**src/sv/tes_pkg.sv**
```systemverilog
package tes_pkg;

    localparam int DATA_BITS = 16;
    localparam int LEN_BITS  = 8;
    localparam int STEP_BITS = 3;
    localparam int ADDR_BITS = 2;

    localparam logic OP_MEASURE   = 1'b0;
    localparam logic OP_CALIBRATE = 1'b1;

    localparam logic [ADDR_BITS-1:0] REG_THRESHOLD_FIRST  = 2'd0;
    localparam logic [ADDR_BITS-1:0] REG_THRESHOLD_SECOND = 2'd1;
    localparam logic [ADDR_BITS-1:0] REG_SLIDER_STEPS     = 2'd2;

    localparam logic [DATA_BITS-1:0] THRESHOLD_RESET = 16'd100;
    localparam logic [LEN_BITS-1:0]  LENGTH_RESET    = 8'd40;

    typedef struct packed {
        logic sub;
    } alu_op_t;

    typedef struct packed {
        logic                 next_electrode;
        logic [DATA_BITS-1:0] electrode_delta;
        logic                 pair_done;
        logic [LEN_BITS-1:0]  position;
    } result_t;

endpackage

```
**src/sv/tes_alu.sv**
```systemverilog
module tes_alu #(
    parameter int WIDTH = 24
) (
    input  logic [WIDTH-1:0] a,
    input  logic [WIDTH-1:0] b,
    input  tes_pkg::alu_op_t op,
    output logic [WIDTH-1:0] y,
    output logic             neg
);

    logic [WIDTH:0] full;

    assign full = {1'b0, a} + ({1'b0, b} ^ {(WIDTH + 1){op.sub}}) + (WIDTH + 1)'(op.sub);
    assign y    = full[WIDTH-1:0];
    assign neg  = full[WIDTH];

endmodule

```
**src/sv/tes_core.sv**
```systemverilog
module tes_core #(
    parameter int COUNT_BITS = 16
) (
    input  logic                              clk,
    input  logic                              rst_n,
    input  logic                              in_valid,
    output logic                              in_ready,
    input  logic [COUNT_BITS-1:0]             count,
    input  logic                              opcode,
    input  logic [tes_pkg::DATA_BITS-1:0]     threshold_first,
    input  logic [tes_pkg::DATA_BITS-1:0]     threshold_second,
    input  logic [tes_pkg::LEN_BITS-1:0]      slider_steps,
    output logic                              res_valid,
    input  logic                              res_ready,
    output tes_pkg::result_t                  res
);

    localparam int SUM_BITS  = COUNT_BITS + 1;
    localparam int PROD_BITS = COUNT_BITS + tes_pkg::LEN_BITS;

    typedef enum logic [3:0] {
        ST_IDLE = 4'b0001,
        ST_MUL  = 4'b0010,
        ST_DIV  = 4'b0100,
        ST_DONE = 4'b1000
    } state_t;

    state_t                          state_reg, state_next;
    logic [COUNT_BITS-1:0]           baseline_reg [2];
    logic [COUNT_BITS-1:0]           baseline_next [2];
    logic [COUNT_BITS-1:0]           delta_reg [2];
    logic [COUNT_BITS-1:0]           delta_next [2];
    logic                            electrode_reg, electrode_next;
    logic [tes_pkg::LEN_BITS-1:0]    position_reg, position_next;
    logic                            pass_reg, pass_next;
    logic [tes_pkg::STEP_BITS-1:0]   step_reg, step_next;
    logic [PROD_BITS-1:0]            acc_reg, acc_next;
    logic [SUM_BITS-1:0]             sum_reg, sum_next;
    logic [tes_pkg::LEN_BITS-1:0]    quot_reg, quot_next;
    logic [tes_pkg::LEN_BITS-1:0]    share_reg, share_next;
    logic                            next_e_reg, next_e_next;
    logic [COUNT_BITS-1:0]           out_delta_reg, out_delta_next;
    logic                            done_reg, done_next;

    logic [COUNT_BITS-1:0]           base;
    logic [COUNT_BITS-1:0]           delta;
    logic [COUNT_BITS-1:0]           d0;
    logic [COUNT_BITS-1:0]           d1;
    logic                            touch;
    logic [PROD_BITS-1:0]            alu_a;
    logic [PROD_BITS-1:0]            alu_b;
    tes_pkg::alu_op_t                alu_op;
    logic [PROD_BITS-1:0]            alu_y;
    logic                            alu_neg;
    logic [tes_pkg::LEN_BITS-1:0]    quot_fin;
    logic [tes_pkg::LEN_BITS:0]      pos_sum;

    tes_alu #(
        .WIDTH (PROD_BITS)
    ) u_alu (
        .a   (alu_a),
        .b   (alu_b),
        .op  (alu_op),
        .y   (alu_y),
        .neg (alu_neg)
    );

    assign in_ready  = (state_reg == ST_IDLE);
    assign res_valid = (state_reg == ST_DONE);

    assign base  = baseline_reg[electrode_reg];
    assign delta = (count > base) ? (count - base) : '0;
    assign d0    = electrode_reg ? delta_reg[0] : delta;
    assign d1    = electrode_reg ? delta : delta_reg[1];
    assign touch = (tes_pkg::DATA_BITS'(d0) > threshold_first)
                || (tes_pkg::DATA_BITS'(d1) > threshold_second);

    assign quot_fin = {quot_reg[tes_pkg::LEN_BITS-2:0], ~alu_neg};
    assign pos_sum  = {1'b0, slider_steps} - {1'b0, share_reg} + {1'b0, quot_fin};

    always_comb
    begin
        alu_op.sub = 1'b0;
        alu_a      = acc_reg << 1;
        alu_b      = slider_steps[step_reg] ? PROD_BITS'(delta_reg[pass_reg]) : '0;
        if (state_reg == ST_DIV)
        begin
            alu_op.sub = 1'b1;
            alu_a      = acc_reg;
            alu_b      = PROD_BITS'(sum_reg) << step_reg;
        end
    end

    always_comb
    begin
        state_next     = state_reg;
        baseline_next  = baseline_reg;
        delta_next     = delta_reg;
        electrode_next = electrode_reg;
        position_next  = position_reg;
        pass_next      = pass_reg;
        step_next      = step_reg;
        acc_next       = acc_reg;
        sum_next       = sum_reg;
        quot_next      = quot_reg;
        share_next     = share_reg;
        next_e_next    = next_e_reg;
        out_delta_next = out_delta_reg;
        done_next      = done_reg;
        case (state_reg)
            ST_IDLE:
            begin
                if (in_valid)
                begin
                    electrode_next = ~electrode_reg;
                    next_e_next    = ~electrode_reg;
                    done_next      = 1'b0;
                    state_next     = ST_DONE;
                    if (opcode == tes_pkg::OP_CALIBRATE)
                    begin
                        baseline_next[electrode_reg] = count;
                        out_delta_next               = '0;
                    end
                    else
                    begin
                        delta_next[electrode_reg] = delta;
                        out_delta_next            = delta;
                        if (electrode_reg)
                        begin
                            done_next = 1'b1;
                            sum_next  = {1'b0, d0} + {1'b0, d1};
                            if (touch)
                            begin
                                state_next = ST_MUL;
                                pass_next  = 1'b0;
                                acc_next   = '0;
                                step_next  = '1;
                            end
                            else
                            begin
                                position_next = '0;
                            end
                        end
                    end
                end
            end
            ST_MUL:
            begin
                acc_next  = alu_y;
                step_next = step_reg - 1'b1;
                if (step_reg == '0)
                begin
                    state_next = ST_DIV;
                    step_next  = '1;
                end
            end
            ST_DIV:
            begin
                if (!alu_neg)
                begin
                    acc_next = alu_y;
                end
                quot_next = quot_fin;
                step_next = step_reg - 1'b1;
                if (step_reg == '0)
                begin
                    if (!pass_reg)
                    begin
                        share_next = quot_fin;
                        pass_next  = 1'b1;
                        acc_next   = '0;
                        step_next  = '1;
                        state_next = ST_MUL;
                    end
                    else
                    begin
                        position_next = pos_sum[tes_pkg::LEN_BITS:1];
                        state_next    = ST_DONE;
                    end
                end
            end
            ST_DONE:
            begin
                if (res_ready)
                begin
                    state_next = ST_IDLE;
                end
            end
            default:
            begin
                state_next = ST_IDLE;
            end
        endcase
    end

    always_ff @(posedge clk or negedge rst_n)
    begin
        if (!rst_n)
        begin
            state_reg     <= ST_IDLE;
            baseline_reg  <= '{default: '0};
            delta_reg     <= '{default: '0};
            electrode_reg <= 1'b0;
            position_reg  <= '0;
        end
        else
        begin
            state_reg     <= state_next;
            baseline_reg  <= baseline_next;
            delta_reg     <= delta_next;
            electrode_reg <= electrode_next;
            position_reg  <= position_next;
        end
    end

    always_ff @(posedge clk)
    begin
        pass_reg      <= pass_next;
        step_reg      <= step_next;
        acc_reg       <= acc_next;
        sum_reg       <= sum_next;
        quot_reg      <= quot_next;
        share_reg     <= share_next;
        next_e_reg    <= next_e_next;
        out_delta_reg <= out_delta_next;
        done_reg      <= done_next;
    end

    always_comb
    begin
        res.next_electrode  = next_e_reg;
        res.electrode_delta = tes_pkg::DATA_BITS'(out_delta_reg);
        res.pair_done       = done_reg;
        res.position        = position_reg;
    end

endmodule

```
**src/sv/two_electrode_touch_slider_top.sv**
```systemverilog
// channel | handshake            | payload
// s       | s_tvalid / s_tready  | s_tdata: scan_count; s_tuser: opcode
// m       | m_tvalid / m_tready  | m_tdata: next_electrode, electrode_delta, position;
//         |                      | m_tuser: pair_done
// cfg     | cfg_we               | cfg_addr, cfg_wdata
//
// Calibrate or first-electrode item: straight to the result. Second-electrode
// item with touch: two 8-step shift-add multiplies and two 8-step restoring
// divides on one shared adder/subtractor. Without touch: straight to the result.
// Reset clears baselines, deltas, electrode index and position; the
// configuration registers take their default values. The output register lets
// the next item in while a result waits on m_tready.
module two_electrode_touch_slider_top #(
    parameter int COUNT_BITS = 16
) (
    input  logic                              clk,
    input  logic                              rst_n,
    input  logic                              s_tvalid,
    output logic                              s_tready,
    input  logic [15:0]                       s_tdata,   // [15:0] scan_count
    input  logic                              s_tuser,   // [0] opcode
    output logic                              m_tvalid,
    input  logic                              m_tready,
    output logic [31:0]                       m_tdata,   // [0] next_electrode,
                                                         // [16:1] electrode_delta,
                                                         // [24:17] position, rest 0
    output logic                              m_tuser,   // [0] pair_done
    input  logic                              cfg_we,
    input  logic [tes_pkg::ADDR_BITS-1:0]     cfg_addr,
    input  logic [tes_pkg::DATA_BITS-1:0]     cfg_wdata
);

    logic [tes_pkg::DATA_BITS-1:0] thr_first_reg;
    logic [tes_pkg::DATA_BITS-1:0] thr_second_reg;
    logic [tes_pkg::LEN_BITS-1:0]  length_reg;
    logic                          m_valid_reg, m_valid_next;
    tes_pkg::result_t              m_data_reg, m_data_next;
    logic                          res_valid;
    logic                          res_ready;
    tes_pkg::result_t              res;

    tes_core #(
        .COUNT_BITS (COUNT_BITS)
    ) u_core (
        .clk              (clk),
        .rst_n            (rst_n),
        .in_valid         (s_tvalid),
        .in_ready         (s_tready),
        .count            (s_tdata[COUNT_BITS-1:0]),
        .opcode           (s_tuser),
        .threshold_first  (thr_first_reg),
        .threshold_second (thr_second_reg),
        .slider_steps     (length_reg),
        .res_valid        (res_valid),
        .res_ready        (res_ready),
        .res              (res)
    );

    assign res_ready = !m_valid_reg || m_tready;

    always_comb
    begin
        m_valid_next = m_valid_reg;
        m_data_next  = m_data_reg;
        if (m_valid_reg && m_tready)
        begin
            m_valid_next = 1'b0;
        end
        if (res_valid && res_ready)
        begin
            m_valid_next = 1'b1;
            m_data_next  = res;
        end
    end

    always_ff @(posedge clk or negedge rst_n)
    begin
        if (!rst_n)
        begin
            thr_first_reg  <= tes_pkg::THRESHOLD_RESET;
            thr_second_reg <= tes_pkg::THRESHOLD_RESET;
            length_reg     <= tes_pkg::LENGTH_RESET;
            m_valid_reg    <= 1'b0;
        end
        else
        begin
            m_valid_reg <= m_valid_next;
            if (cfg_we)
            begin
                case (cfg_addr)
                    tes_pkg::REG_THRESHOLD_FIRST:  thr_first_reg  <= cfg_wdata;
                    tes_pkg::REG_THRESHOLD_SECOND: thr_second_reg <= cfg_wdata;
                    tes_pkg::REG_SLIDER_STEPS:
                        length_reg <= cfg_wdata[tes_pkg::LEN_BITS-1:0];
                    default: ;
                endcase
            end
        end
    end

    always_ff @(posedge clk)
    begin
        m_data_reg <= m_data_next;
    end

    assign m_tvalid = m_valid_reg;
    assign m_tdata  = {7'd0, m_data_reg.position, m_data_reg.electrode_delta,
                       m_data_reg.next_electrode};
    assign m_tuser  = m_data_reg.pair_done;

endmodule
```
**config.mk**
```make
export PLATFORM = sky130hd
export DESIGN_NAME = two_electrode_touch_slider_top
export DESIGN_NICKNAME = d
export VERILOG_FILES = /design/src/sv/tes_pkg.sv /design/src/sv/tes_alu.sv /design/src/sv/tes_core.sv /design/src/sv/two_electrode_touch_slider_top.sv
export SDC_FILE = /design/constraint.sdc
export NUM_CORES = 1
export LEC_CHECK = 0
export CAP_MARGIN = 15
export CORE_MARGIN = 4
export CORE_UTILIZATION = 25
export DETAILED_ROUTE_END_ITERATION = 7
export DONT_BUFFER_PORTS = 1
export HOLD_SLACK_MARGIN = 0.06
export PLACE_DENSITY = 0.48
export REMOVE_ABC_BUFFERS = 1
export SYNTH_ARGS = -nofsm -noshare
export SYNTH_HDL_FRONTEND = slang
export SYNTH_SLANG_ARGS = --single-unit
```
**constraint.sdc**
```tcl
create_clock -name clk -period 6.91 [get_ports clk]
set_input_delay 0.691 -clock clk [delete_from_list [all_inputs] [get_ports clk]]
set_output_delay 0.691 -clock clk [all_outputs]
set_load 0.02 [all_outputs]
```
; After elaboration in Yosys (flattened, before gate mapping)
; Index checks and enable logic that the tools add are counted.
[totals]
regBits = 222
input_bits = 40
output_inout_bits = 35
word_cells = 144
[classes]
add_sub_neg = 7
n_lt_le_gt_ge = 7
eq_ne = 15
n_shift = 1
mux = 60
n_bitwise = 7
reduce_logical = 23
[ops]
columns = cell, count
row1 = $mux 24, 9
row2 = $mux 16, 11
row3 = $pmux 24 s3, 1
row4 = $bwmux 32, 2
row5 = $gt 16x16->1, 3
row6 = $mux 8, 6
row7 = $mux 4, 8
row8 = $add 24x25->25, 1
row9 = $add 25x1->25, 1
row10 = $xor 24x25->25, 1
row11 = $shl 17x3->24, 1
row12 = $mux 3, 7
row13 = $add 16x16->17, 1
row14 = $demux 16 s1, 1
row15 = $pmux 4 s4, 1
row16 = $pmux 8 s2, 1
row17 = $sub 16x16->16, 1
row18 = $mux 1, 10
row19 = $ne 2x1->1 const B, 5
row20 = $add 9x8->9, 1
row21 = $pmux 3 s3, 1
row22 = $reduce_and 3->1, 3
row23 = $sub 8x8->9, 1
row24 = $ne 2x2->1 const B, 4
row25 = other kinds (26), 39

; Longest topological paths before layout
[logic_depth]
depth_word = 14
ltp_mapped = 30
mapped_depth_nobuf = 27

; Cells and area by module
; A second synthesis with hierarchy kept.
[unflattened]
cells_unflattened = 1406
hier_area_um2 = 14288.7
[modules_own_cells]
columns = module, n_inst, cells_per_inst, area_each_um2, seq_area_each_um2
row1 = tes_core, 1, 1081, 10378.7, 4270.3
row2 = two_electrode_touch_slider_top, 1, 123, 2402.3, 1816.7
row3 = tes_alu, 1, 202, 1507.7, 0.0

; Worst setup path before layout
; No wires, ideal clock.
[synth_timing]
kind = reg-to-reg
from = register u_core.electrode_reg
to = register u_core.acc_reg[0] (enable)
setup_time_ns = 0.449
arrival_time_ns = 6.738
t_required_ns = 6.461
setup_slack_ns = -0.276
path_stages_with_launch = 25
path_buffers = 3
synth_period_minus_slack_ns = 7.186
path_cell_list = dfrtp_1 -> clkbuf_1 -> clkbuf_1 -> mux2i_1 -> fa_1 -> a21oi_1 -> o21ai_0 -> a21oi_1 -> a21o_1 -> o211ai_1 -> and2_1 -> o41a_1 -> buf_2 -> nand3_1 -> o21ai_0 -> ha_1 -> nor2b_1 -> o21a_1 -> o21ai_0 -> a211oi_1 -> a2111oi_0 -> o211ai_1 -> o2bb2ai_1 -> nand2_1 -> o21ai_0
[synth_via]
elab_chain_cells = 11
elab_cells_between_ends = 15
cone_classes = add/sub: 1 / order compare: 3 / eq/ne: 2 / mux: 6 / bitwise: 1 / reduce/logical: 2
[synth_rtl]
columns = element, line_no
row1 = "start, declared", tes_core.sv:33  ; logic electrode_reg, electrode_next;
row2 = "start signal, assigned", tes_core.sv:211  ; electrode_reg <= electrode_next;
row3 = $not 1->2 (not written as such), tes_core.sv:71  ; assign base = baseline_reg[electrode_reg];
row4 = $mux 16 (not written as such) (3 in a row), tes_core.sv:71
row5 = $sub 16x16->16 or $gt 16x16->1 (tied branches), tes_core.sv:72  ; assign delta = (count > base) ? (count - base) : '0;
row6 = $mux 16, tes_core.sv:72
row7 = $mux 16 *, tes_core.sv:74  ; assign d1 = electrode_reg ? delta : delta_reg[1];
row8 = net u_core.d1[1], tes_core.sv:48  ; logic [COUNT_BITS-1:0] d1;
row9 = $gt 16x16->1 *, tes_core.sv:76  ; || (tes_pkg::DATA_BITS'(d1) > threshold_second);
row10 = $logic_or 1x1->1 *, tes_core.sv:76
row11 = $ne 2x1->1 (no line) *, --
row12 = $reduce_and 5->1 (no line) *, --
row13 = "end signal, assigned", tes_core.sv:220  ; acc_reg <= acc_next;
row14 = "end, declared", tes_core.sv:37  ; logic [PROD_BITS-1:0] acc_reg, acc_next;
; Mark *: on every way through the listed nets, which the timed path passes. The rest lies on a longest branch. The select of a mux whose other input is x is not followed.
; A chain may end at the register's enable or synchronous reset.

; Worst setup path after layout
[layout_timing]
from = register u_core.electrode_reg
to = register u_core.acc_reg[14] (enable)
; Same word-level chain as after synthesis.

==> results by stage <==
GRT:
- The via count of the first global-routing pass is 9,741.
- The number of antenna violations at the first check in global routing came to 0.
- Summed over all layers, the global routing overflow is 0.
- The first global-routing pass estimated 57,570 um of wire.
- The met3 usage in global routing is 0.01479.
- The global-route total usage across every layer is 0.1205.
- The highest-utilization routing layer at the global route stage is met2.
- The pin count of the biggest net entering global routing is 119.
- For met1 alone, demand over resource in global routing was 0.1590.
- For met2 alone, demand over resource in global routing was 0.2093.

Clocking:
- TritonCTS built the clock tree.
- In this run the deepest clock path goes through 3 buffers.
- CTS built an H-tree with a depth of 1.
- The number of sinks driven by the clock tree is 222.
- The tree is rooted in a sky130_fd_sc_hd__clkbuf_16.
- The clock-pin slew reported for the worst setup and hold paths after clock tree synthesis is 0.06 ns.
- At the later pin of the worst-skew pair, clock insertion delay measures 0.55 ns.
- Clock tree synthesis inserted a total of 27 buffers.

Yosys:
- During synthesis, Yosys emitted a total of 0 warnings.
- The synthesized netlist occupies a cell area of 0.01382 mm2.
- The most used flip-flop cell after synthesis is sky130_fd_sc_hd__dfrtp_1.
- The count of different cell masters after synthesis is 73.
- After synthesis the netlist holds a flip-flop and latch count of 222.
- The cell count after synthesis came out at 1,374.
- Dividing the synthesized area by the synthesized cell count gives 10.06 um2.
- Counting flops with an async set or reset pin after synthesis yields a share of 0.5315.
- In this run, synthesis inferred 104 flip-flops with an integrated enable.
- Of the synthesized area, sequential elements account for 0.4406.

Final layout:
- The net total in the final layout is 1,511.
- The antenna diode instance count is 0.
- After the flow finishes, the layout carries non-filler instances totaling 2,079.
- Measured on the finished design, the core utilization comes to 0.2856.
- The relative area change from synthesis to final layout is 12.13%.
- The share of final-layout standard cells stronger than drive strength 1 is 0.1114.

Setup path:
- Setup slack on the worst reg-to-reg path comes out at 0.76 ns.
- The required time of the critical path is 7.11 ns.
- The worst setup path is launched from a flop.
- Data on the critical path arrives at its endpoint at 6.35 ns.
- The critical path start-end classification is reg -> reg.
- The maximum fanout count along the critical path is 27.
- The type of destination of the critical path is a flop.

Floorplan:
- In this run the core area contains 85 standard-cell rows.
- The overall die area is 0.05909 mm2.
- For this design the top-level I/O count stands at 75.
- The standard cell core area is 0.05424 mm2.
- The die is 243.1 um tall.
- For this configuration, the core starts out at a cell density of 0.2547.
- The floorplan step set the die width to 243.1 um.

Drt:
- Once detail routing completed, the nets flagged for antenna violations numbered 0.
- The detailed-route DRC error count is 0.
- The via count is 9,786.
- The vias per cell is 4.707.
- The sum of routed wire length over all layers is 36,180 um.
- The first routing iteration left 538 violations.
- The routed wire length per instance is 17.40 um.
- The pre-antenna-repair detailed-routing pass consisted of 5 iterations.

STA:
- Setup repair after global routing left no endpoint under its margin.
- The share of the clock period used by the worst path is 0.8902.
- The actual slew at the worst max-slew pin is 1.078 ns.
- The worst-case clock skew is 0.01388 ns.
- Counting I/O delays and the setup requirement, the final critical path takes 6.151 ns.
- The final setup TNS is 0 ns.
- Setup violations remaining at the end of the flow were counted as 0.
- The count of endpoints failing hold in the final timing report is 0.
- Measured against its own limit, the worst slew margin works out to 0.2808.
- After layout, the worst setup slack is 0.7587 ns.
- The max-slew violation count is 0.
- Based on the critical path, the design can be clocked at up to 162.6 MHz.

Power and ir drop:
- In this run the power density over the cells is 460.1 mW/mm2.
- IR analysis of the VDD net gives a maximum drop of 228.3 uV.
- Summed over all cells, the static leakage comes to 6.745 nW.
- The completed layout was analyzed and its total power is 0.007127 W.

Placed design:
- Timing analysis after detailed placement gives a worst setup slack of 0.7338 ns.
- The wire-length estimate of the detail-placed layout is 27,470 um.
- The congestion estimate from routability-driven global placement came to 0.8226.
- In this run the tool buffered the top-level ports with 0 buffer cells.
- Once placement completed, the tool counted placed cells totaling 2,029.

Hold path:
- The kind of path behind the tightest hold check is in -> async.

Flow run:
- The max capacitance violation total is 0.

Outcome:
- The flow ran to the end, and the final reports show no timing, DRC or antenna violations.
[layout by cell type (no fill, tap or decap), types with 19 or more instances in the layout]
cell	Yosys	final
sky130_fd_sc_hd__a21o_1	36	36
sky130_fd_sc_hd__a21oi_1	56	55
sky130_fd_sc_hd__clkbuf_16	0	29
sky130_fd_sc_hd__dfrtp_1	109	108
sky130_fd_sc_hd__edfxtp_1	104	104
sky130_fd_sc_hd__ha_1	97	97
sky130_fd_sc_hd__inv_1	84	83
sky130_fd_sc_hd__mux2_2	61	61
sky130_fd_sc_hd__mux2i_1	49	49
sky130_fd_sc_hd__nand2_1	214	214
sky130_fd_sc_hd__nand3_1	31	31
sky130_fd_sc_hd__nor2_1	57	57
sky130_fd_sc_hd__nor2b_1	19	19
sky130_fd_sc_hd__o21ai_0	112	111
sky130_fd_sc_hd__xnor2_1	33	33
sky130_fd_sc_hd__xor2_1	24	24
[critical path: stages, from the launching register on]
cell and delay (ns):
sky130_fd_sc_hd__dfrtp_2 0.36, sky130_fd_sc_hd__buf_4 0.30, sky130_fd_sc_hd__mux2i_1 0.35, sky130_fd_sc_hd__ha_1 0.31, sky130_fd_sc_hd__nor2b_1 0.15, sky130_fd_sc_hd__o31a_1 0.26
sky130_fd_sc_hd__o21ai_0 0.23, sky130_fd_sc_hd__a21oi_1 0.17, sky130_fd_sc_hd__a2111oi_0 0.80, sky130_fd_sc_hd__o21bai_1 0.19, sky130_fd_sc_hd__xnor2_1 0.20, sky130_fd_sc_hd__or2_2 0.35
sky130_fd_sc_hd__o21ai_0 0.38, sky130_fd_sc_hd__ha_1 0.21, sky130_fd_sc_hd__nand4_1 0.09, sky130_fd_sc_hd__nor2_1 0.16, sky130_fd_sc_hd__o21ai_0 0.12, sky130_fd_sc_hd__o211ai_1 0.19
sky130_fd_sc_hd__o2bb2ai_1 0.24, sky130_fd_sc_hd__nand2_1 0.20, sky130_fd_sc_hd__o21ai_2 0.16, sky130_fd_sc_hd__buf_4 0.37
[kinds of logic after synthesis]
family | after synthesis | share of synthesized area
AOI/OAI and AO/OA | 321 | 0.1513
adders and majority gates | 108 | 0.1038
and+or+nand+nor | 404 | 0.1342
xor gates and xnor gates | 57 | 0.03613
other | 1 | 0.0002714
buffers and inverters | 148 | 0.04365
muxes | 113 | 0.09010
DFF | 222 | 0.4406
[layout make-up]
cell class | instances | area [um2]
Inverter | 84 | 315.3
Clock inverter | 10 | 90.09
Timing Repair Buffer | 18 | 155.1
Multi-Input combinational cell | 1010 | 7169
Tap cell | 696 | 870.8
Fill cell | 5671 | 38750
Clock buffer | 39 | 803.3
Sequential cell | 222 | 6088
[worst paths after layout]
path,from,to,cells after the start
worst max-delay path,u_core.electrode_reg,u_core.acc_reg[14],21
worst min-delay path,rst_n,u_core.delta_reg[30],1
worst max register to register,u_core.electrode_reg,u_core.acc_reg[14],21
worst min register to register,u_core.out_delta_reg[15],m_tdata[16],0
max in group asynchronous,rst_n,u_core.baseline_reg[4],1
min in group clk,s_tvalid,u_core.state_reg[0],1
[power breakdown]
part	switching (W)	internal [W]	leakage, nW
combinational	0.00217	0.00138	3.87
sequential	0.000249	0.00190	2.43
clock	0.000584	0.000846	0.441
[synth_stat cells (5+ instances only)]
| cell type | instances | share of area |
|---|---|---|
| sky130_fd_sc_hd__nand2_1 | 214 | 0.058 |
| sky130_fd_sc_hd__o21ai_0 | 112 | 0.041 |
| sky130_fd_sc_hd__dfrtp_1 | 109 | 0.20 |
| sky130_fd_sc_hd__edfxtp_1 | 104 | 0.23 |
| sky130_fd_sc_hd__ha_1 | 97 | 0.088 |
| sky130_fd_sc_hd__inv_1 | 84 | 0.023 |
| sky130_fd_sc_hd__mux2_2 | 61 | 0.050 |
| sky130_fd_sc_hd__nor2_1 | 57 | 0.015 |
| sky130_fd_sc_hd__a21oi_1 | 56 | 0.020 |
| sky130_fd_sc_hd__mux2i_1 | 49 | 0.035 |
| sky130_fd_sc_hd__clkbuf_1 | 40 | 0.011 |
| sky130_fd_sc_hd__a21o_1 | 36 | 0.020 |
| sky130_fd_sc_hd__xnor2_1 | 33 | 0.021 |
| sky130_fd_sc_hd__nand3_1 | 31 | 0.011 |
| sky130_fd_sc_hd__xor2_1 | 24 | 0.015 |
| sky130_fd_sc_hd__nor2b_1 | 19 | 0.0086 |
| sky130_fd_sc_hd__a22o_1 | 18 | 0.011 |
| sky130_fd_sc_hd__nand2b_1 | 16 | 0.0072 |
| sky130_fd_sc_hd__o31ai_1 | 16 | 0.0087 |
| sky130_fd_sc_hd__nand3b_1 | 14 | 0.0076 |
| sky130_fd_sc_hd__o21a_1 | 13 | 0.0071 |
| sky130_fd_sc_hd__o2bb2ai_1 | 13 | 0.0082 |
| sky130_fd_sc_hd__fa_1 | 11 | 0.016 |
| sky130_fd_sc_hd__and3_1 | 10 | 0.0045 |
| sky130_fd_sc_hd__buf_1 | 10 | 0.0027 |
| sky130_fd_sc_hd__nor3_1 | 10 | 0.0036 |
| sky130_fd_sc_hd__a211oi_1 | 9 | 0.0049 |
| sky130_fd_sc_hd__dfstp_2 | 9 | 0.017 |
| sky130_fd_sc_hd__nand4_1 | 8 | 0.0036 |
| sky130_fd_sc_hd__o211ai_1 | 8 | 0.0043 |
| sky130_fd_sc_hd__buf_4 | 7 | 0.0038 |
| sky130_fd_sc_hd__buf_2 | 5 | 0.0018 |
| sky130_fd_sc_hd__or2_2 | 5 | 0.0023 |
[through the flow]
step	instance area [um2]	hold slack (ns)
floorplan	13550	0.3954
global placement	14570	0.4017
detailed placement	14570	0.4044
CTS	15490	0.1272
global route	15490	0.1076
finish	15490	0.08203
[per-layer routing]
layer	up-vias	wire length [um]
met5	-	0
met4	0	760
met3	45	1251
met2	139	17620
met1	4719	16550
li1	4883	-
[what timing repair did]
item	CTS	global route
buffers inserted	0	0
hold endpoints to repair	118	0
hold buffers	1	0
resized for setup	0	0
No activity file was read; power rests on OpenSTA's default activity.
